## src/hw/rtl/max_heap_priority_queue_top_assert.svh

```systemverilog
// Assertion macros for the max-heap priority queue
// Used by max_heap_priority_queue_top; needs no other file
`ifndef MAX_HEAP_PRIORITY_QUEUE_TOP_ASSERT_SVH
`define MAX_HEAP_PRIORITY_QUEUE_TOP_ASSERT_SVH

// property checked on every rising edge outside reset
`define MHPQ_CHECK(lbl, clk, rst, prop, msg) \
   lbl: assert property (@(posedge clk) disable iff (rst) prop) else $error(msg);

// condition that must never be seen outside reset
`define MHPQ_NEVER(lbl, clk, rst, cond, msg) \
   `MHPQ_CHECK(lbl, clk, rst, !(cond), msg)

`endif

```

## src/hw/rtl/mhpq_pkg.sv

```systemverilog
// Shared types and constants of the max-heap priority queue
// No dependencies; compiled before every other file
`default_nettype none

package mhpq_pkg;

   // payload widths fixed by the channel definitions
   localparam int VALUE_W  = 32;
   localparam int STATUS_W = 2;
   localparam int CNT_W    = 11;

   // operation code of a request
   localparam logic OP_INSERT  = 1'b0;
   localparam logic OP_EXTRACT = 1'b1;

   // result status codes
   typedef enum logic [STATUS_W-1:0] {
      ST_OK    = 2'd0,
      ST_EMPTY = 2'd1,
      ST_FULL  = 2'd2
   } status_code_type;

   // controller to datapath commands
   typedef struct packed {
      logic start;
      logic up_check;
      logic up_cmp;
      logic ex_root;
      logic ex_last;
      logic ex_load;
      logic dn_left;
      logic dn_right;
      logic dn_cmp;
      logic load_rsp;
   } cmd_type;

   // datapath to controller status
   typedef struct packed {
      logic req_insert;
      logic full;
      logic empty;
      logic at_root;
      logic no_left;
      logic move_up;
      logic move_down;
   } stat_type;

endpackage

`default_nettype wire

```

## src/hw/rtl/mhpq_ctrl.sv

```systemverilog
// Sequencing state machine of the max-heap priority queue
// Depends on mhpq_pkg; drives commands into mhpq_datapath
`default_nettype none

module mhpq_ctrl (
   input  logic              clock,
   input  logic              reset,
   input  logic              req_valid,
   output logic              req_ready,
   output logic              rsp_valid,
   input  logic              rsp_ready,
   input  mhpq_pkg::stat_type stat,
   output mhpq_pkg::cmd_type  cmd
);
   import mhpq_pkg::*;

   typedef enum logic [9:0] {
      S_IDLE     = 10'b00_0000_0001,
      S_UP_CHECK = 10'b00_0000_0010,
      S_UP_CMP   = 10'b00_0000_0100,
      S_EX_ROOT  = 10'b00_0000_1000,
      S_EX_LAST  = 10'b00_0001_0000,
      S_EX_LOAD  = 10'b00_0010_0000,
      S_DN_LEFT  = 10'b00_0100_0000,
      S_DN_RIGHT = 10'b00_1000_0000,
      S_DN_CMP   = 10'b01_0000_0000,
      S_FINISH   = 10'b10_0000_0000
   } state_type;

   state_type state_ff, state_in;
   logic      rsp_valid_ff, rsp_valid_in;

   // next state and commands
   always_comb begin
      cmd          = '0;
      state_in     = state_ff;
      rsp_valid_in = rsp_valid_ff && !rsp_ready;
      case (state_ff)
         S_IDLE: begin
            if (req_valid) begin
               cmd.start = 1'b1;
               if (stat.req_insert) begin
                  state_in = stat.full ? S_FINISH : S_UP_CHECK;
               end else begin
                  state_in = stat.empty ? S_FINISH : S_EX_ROOT;
               end
            end
         end
         S_UP_CHECK: begin
            cmd.up_check = 1'b1;
            state_in     = stat.at_root ? S_FINISH : S_UP_CMP;
         end
         S_UP_CMP: begin
            cmd.up_cmp = 1'b1;
            state_in   = stat.move_up ? S_UP_CHECK : S_FINISH;
         end
         S_EX_ROOT: begin
            cmd.ex_root = 1'b1;
            state_in    = S_EX_LAST;
         end
         S_EX_LAST: begin
            // count is already decremented: empty means the root was the last entry
            cmd.ex_last = 1'b1;
            state_in    = stat.empty ? S_FINISH : S_EX_LOAD;
         end
         S_EX_LOAD: begin
            cmd.ex_load = 1'b1;
            state_in    = S_DN_LEFT;
         end
         S_DN_LEFT: begin
            cmd.dn_left = 1'b1;
            state_in    = stat.no_left ? S_FINISH : S_DN_RIGHT;
         end
         S_DN_RIGHT: begin
            cmd.dn_right = 1'b1;
            state_in     = S_DN_CMP;
         end
         S_DN_CMP: begin
            cmd.dn_cmp = 1'b1;
            state_in   = stat.move_down ? S_DN_LEFT : S_FINISH;
         end
         S_FINISH: begin
            // hand over once the response register is free or being drained
            if (!rsp_valid_ff || rsp_ready) begin
               cmd.load_rsp = 1'b1;
               rsp_valid_in = 1'b1;
               state_in     = S_IDLE;
            end
         end
         default: begin
            state_in = S_IDLE;
         end
      endcase
   end

   // state registers
   always_ff @(posedge clock) begin
      if (reset) begin
         state_ff     <= S_IDLE;
         rsp_valid_ff <= 1'b0;
      end else begin
         state_ff     <= state_in;
         rsp_valid_ff <= rsp_valid_in;
      end
   end

   assign req_ready = (state_ff == S_IDLE);
   assign rsp_valid = rsp_valid_ff;

endmodule

`default_nettype wire

```

## config.mk

```make
export PLATFORM = sky130hd
export DESIGN_NAME = mhpq_ctrl
export DESIGN_NICKNAME = d
export VERILOG_FILES = /design/src/hw/rtl/max_heap_priority_queue_top_assert.svh /design/src/hw/rtl/mhpq_pkg.sv /design/src/hw/rtl/mhpq_ctrl.sv
export SDC_FILE = /design/constraint.sdc
export NUM_CORES = 1
export LEC_CHECK = 0
export BUFFER_PORTS_ARGS = -buffer_cell sky130_fd_sc_hd__clkbuf_2
export CORE_MARGIN = 5
export CORE_UTILIZATION = 45
export DETAILED_ROUTE_END_ITERATION = 16
export PLACE_DENSITY = 0.72
export SLEW_MARGIN = 20
export SYNTH_ARGS = -nofsm -noshare
export SYNTH_HDL_FRONTEND = slang
export SYNTH_SLANG_ARGS = --single-unit
```

## constraint.sdc

```tcl
create_clock -name clock -period 2.6 [get_ports clock]
set_input_delay 0.13 -clock clock [delete_from_list [all_inputs] [get_ports clock]]
set_output_delay 0.13 -clock clock [all_outputs]
set_load 0.01 [all_outputs]
```

Yosys cells after proc, flatten, opt, wreduce, memory -nomap -nowiden

Cells that the tools add are included.

Output and inout port bits: 12
Word-level logic and storage cells: 44
Input bits: 11
Flip-flop bits (word level): 11

Eq/ne operators: 12
Multiplexer cells: 25
Reduce and logical (&&, ||, !) cells: 5

Operators with widths:

| kind                                           | count |
|---|---|
| 2-to-1 mux 10 bit                              | 10 |
| case mux 10 bit (10 select lines)              | 1 |
| 2-to-1 mux 1 bit                               | 14 |
| == test 10 x 1 -> 1 bit, second input constant | 1 |
| == test 10 bit, second input constant          | 1 |
| == test 10 x 2 -> 1 bit, second input constant | 1 |
| == test 10 x 3 -> 1 bit, second input constant | 1 |
| == test 10 x 4 -> 1 bit, second input constant | 1 |
| == test 10 x 5 -> 1 bit, second input constant | 1 |
| == test 10 x 6 -> 1 bit, second input constant | 1 |
| == test 10 x 7 -> 1 bit, second input constant | 1 |
| == test 10 x 8 -> 1 bit, second input constant | 1 |
| == test 10 x 9 -> 1 bit, second input constant | 1 |
| inequality test 2 bit, second input constant   | 2 |
| zero test 1 bit                                | 2 |
| AND reduction 2 bit                            | 1 |
| logical AND 1 bit                              | 1 |
| logical OR 1 bit                               | 1 |

Logic depth before layout (Yosys ltp)

Depth in word-level cells: 4
Mapped depth: 6
Mapped depth without buffers: 5

Worst setup path after synthesis

No wires, ideal clock.

Path type: register to register
Start point: register state_ff[8]
End point: register state_ff[3]
Setup slack: 1135 ps
Stages on the path, launching flop included: 6
Buffers on the path: 0
Setup time: 87 ps
Period minus slack after synthesis: 1465 ps
Data required time: 2513 ps
Arrival time: 1378 ps
Path through: dfxtp_1 nor4_4 nand4_1 inv_1 and2_4 nor4b_4

Word-level cells in the longest chain between the ends: 3
Elaborated cells on any way between the ends: 14
Classes of those cells: eq/ne: 12; mux: 1; reduce/logical: 1

RTL lines:

| item                            | line             | source |
|---|---|---|
| start, declared                 | mhpq_ctrl.sv:30  | `state_type state_ff, state_in;` |
| start signal, assigned          | mhpq_ctrl.sv:102 | `state_ff <= state_in;` |
| == test 10 x 1 -> 1 bit *       | n/a              |  |
| named net req_ready             | mhpq_ctrl.sv:9   | `output logic req_ready,` |
| inequality test 2 bit (no line) | n/a              |  |
| AND reduction 2 bit (no line)   | n/a              |  |

Mark *: on every way through the listed nets, which the timed path passes. The rest lies on a longest branch.
A chain may end at the register's enable or synchronous reset.

==> flow_summary.yaml <==
run_status:
  status: "completed"
worst_setup_path:
  worst_setup_path_startpoint: "state_ff[8]"
  r2r_start: "state_ff[6]"
  reg2reg_setup_slack_ps: 940
  worst_setup_path_endpoint: "cmd[2]"
  path_max_fanout: 8
  critPathCaptureType: "primary output"
  largest_stage_delay_on_the_critical_path_ps: 480
  critical_path.slowest_cell: "sky130_fd_sc_hd__nor4_4"
  critical_path.reg2reg.endpoint: "state_ff[0]"
  crit_type: "flip-flop to primary output"
  timing.reg2reg.worst_path_depth: 5
  timing.critical_path.arrival_ps: 1760
  worstPathCellList: "nor4_4, nand2_1, nor3b_2, clkbuf_2"
  cp.required_ps: 2470
  crit_path_start_kind: "flip-flop"
floorplan:
  fp.dieW_microns: 50.7
  std_cell_core_area_sq_um: 1540
  die_y_microns: 50.7
  top_level_ports: 23
  initial_core_util_pct: 48.4
  dieArea_sq_um: 2570
  core.rowCount: 14
sta:
  min_period_over_period_pct: 72.6
  layout_min_cycle_time_ps: 1890
  max-slew-margin-rel_pct: 67.0
  setup_viol_count_final: 0
  worst_slew_pin_slew_ps: 488
  finalSetupTns_ps: 0
  timing.final.max_slew_violations: 0
  fin_hold_ws_ps: 25.1
  setup_repair_after_global_routing_missed_its_margin: "false"
  final_hold_viol_count: 0
  final.setup.worst_slack_ps: 713
  max_freq_mhz: 530
  clock-skew-final_ps: 0.842
synthesis:
  asyncSetResetFlopFracSynth_pct: 0
  synth-seq-cells: 11
  mappedNetlistArea_sq_um: 746
  synth-main-ff-cell: "sky130_fd_sc_hd__dfxtp_1"
  synth.lib_cells_used.distinct: 38
  post_synth_main_area_contributors: "sky130_fd_sc_hd__dfxtp_1 (30%), sky130_fd_sc_hd__nor4_4 (8.6%), sky130_fd_sc_hd__nor3b_2 (5.0%)"
  synth_largest_area_cell: "sky130_fd_sc_hd__dfxtp_1"
  yosysSeqAreaShare_pct: 29.5
  avgSynthCellArea_sq_um: 9.09
  number_of_enable_flip_flop_cells_after_synthesis: 0
  yosysWarningCount: 0
  synth.top_cell.area_share_pct: 29.5
  syn-num-nets: 93
  post_synth_inst_count: 82
clocking:
  post_cts_setup_buffers: 0
  clkLatencyLatePin_ps: 270
  postCtsResizedCells: 0
  htree_levels: 1
  cts-buffers-inserted: 3
  cts_stage_hold_buffer_count: 0
  clock_tree.root_cell: "sky130_fd_sc_hd__clkbuf_4"
  clock-sinks: 11
  cts_tree: "yes"
  cts_buffer_depth: 2
  worst_setup_hold_path_clk_slew_ps: 70
route:
  routed_wire_length_per_instance_microns: 15.4
  post_drt_via_cell_ratio: 5.84
  route.vias.total: 707
  antenna_left: 0
  dr.pass1.iters: 4
  drt-initial-drc-count: 31
  postRouteWirelength_microns: 1870
  drcViolationCount: 0
power_and_ir_drop:
  vdd_drop_max_mv: 0.320
  powerDensity_nw_per_um2: 507
  cellLeakagePower_nw: 0.400
global_route:
  antenna_found_initial: 0
  gr-usage-all-layers_pct: 16.3
  grt_start_max_net_pins: 12
  grt_overflow: 0
  via_count_of_the_first_global_routing_pass: 717
  grt_pass1_wl_microns: 3240
placed_design:
  io_buffers: 22
  dpl_worst_slack_ps: 1010
  place.gp.congestion: 0.847
  placed_cells_incl_taps: 117
  place.detailed.hpwl_microns: 1500
finish:
  layout.cells.most_common_list: "sky130_fd_sc_hd__clkbuf_2 (22), sky130_fd_sc_hd__dfxtp_1 (11), sky130_fd_sc_hd__nor2_1 (6)"
  most_common_library_cell_in_the_layout_ignoring_fill_and_taps: "sky130_fd_sc_hd__clkbuf_2"
  post_route_cells_drive_above_1_share_pct: 34.3
  nNetsFinal: 117
  areaGrowthSynthToFinish_pct: 19.0
  antenna_cells_inserted: 0
  final_cell_count_no_fill: 121
  final_core_util_pct: 57.5
run:
  cap_viol_max_count: 0
min_path:
  worstHoldPathType: "primary input to flip-flop"
-- power breakdown --
part | switching [mW] | internal, mW | total (mW)
registers | 0.0155 | 0.176 | 0.192
logic | 0.0756 | 0.0633 | 0.139
clock network | 0.0620 | 0.0570 | 0.119
-- per-layer routing --
metal	track usage (%)	vias to the layer above	wire, microns
met4	5.11	0	0
met3	5.62	0	135
met5	0	-	0
met1	20.2	323	804
met2	26.2	27	925
li1	-	357	-
-- worst max-delay path, delay by kind of cell (launching register included) --
| kind | cells | cell delay (ps) |
|---|---|---|
| DFF | 1 | 390 |
| buffers and inverters | 1 | 160 |
| and+or+nand+nor | 3 | 940 |
-- per-stage QoR --
stage / total power [mW] / area [sq um]
after global placement: 0.334 / 860
after detailed placement: 0.335 / 860
after CTS: 0.456 / 887
after global routing: 0.481 / 887
after floorplan: 0.294 / 746
final: 0.450 / 887
-- worst min path at each step --
| stage | from | cells after the start | end | slack (ps) |
|---|---|---|---|---|
| after floorplan | stat[2] | 1 | state_ff[7] | 200 |
| after CTS | stat[3] | 2 | state_ff[2] | 20 |
| after detailed placement | stat[3] | 2 | state_ff[2] | 310 |
| final | stat[3] | 2 | state_ff[2] | 30 |
| after global routing | stat[3] | 2 | state_ff[2] | 20 |
| after global placement | stat[3] | 2 | state_ff[2] | 320 |
-- Yosys cell counts (all sizes together), types with 2 or more instances --
master	instances
nor2	6
dfxtp	11
nand4	4
nand2b	2
nor4	5
nor4b	3
nor2b	5
a21oi	3
nand3	3
inv	5
xor2	3
o211ai	2
nand2	5
nor3b	4
nor3	2
buf	2
-- cell type report --
cell class | count | area (sq um)
Clock buffer | 3 | 22.5
Clock inverter | 1 | 5.00
Fill cell | 151 | 654
Inverter | 5 | 18.8
Multi-Input combinational cell | 63 | 490
Sequential cell | 11 | 220
Tap cell | 16 | 20.0
Timing Repair Buffer | 22 | 110
-- registers in the layout, summed over array words and instances (netlist names) --
register   cells
state_ff      10
rsp_valid      1
-- cell families (layout without fill, tap and decap cells) --
kind of cell              Yosys count  after routing  share of synthesized area [%]
and+or+nand+nor                    45             45                           46.5
DFF                                11             11                           29.5
AOI/OAI and AO/OA                  14             14                           14.3
buffers and inverters               8             31                           4.70
xor gates and xnor gates            3              3                           3.52
muxes                               1              1                           1.51
Power figures use the tool's default switching activity.
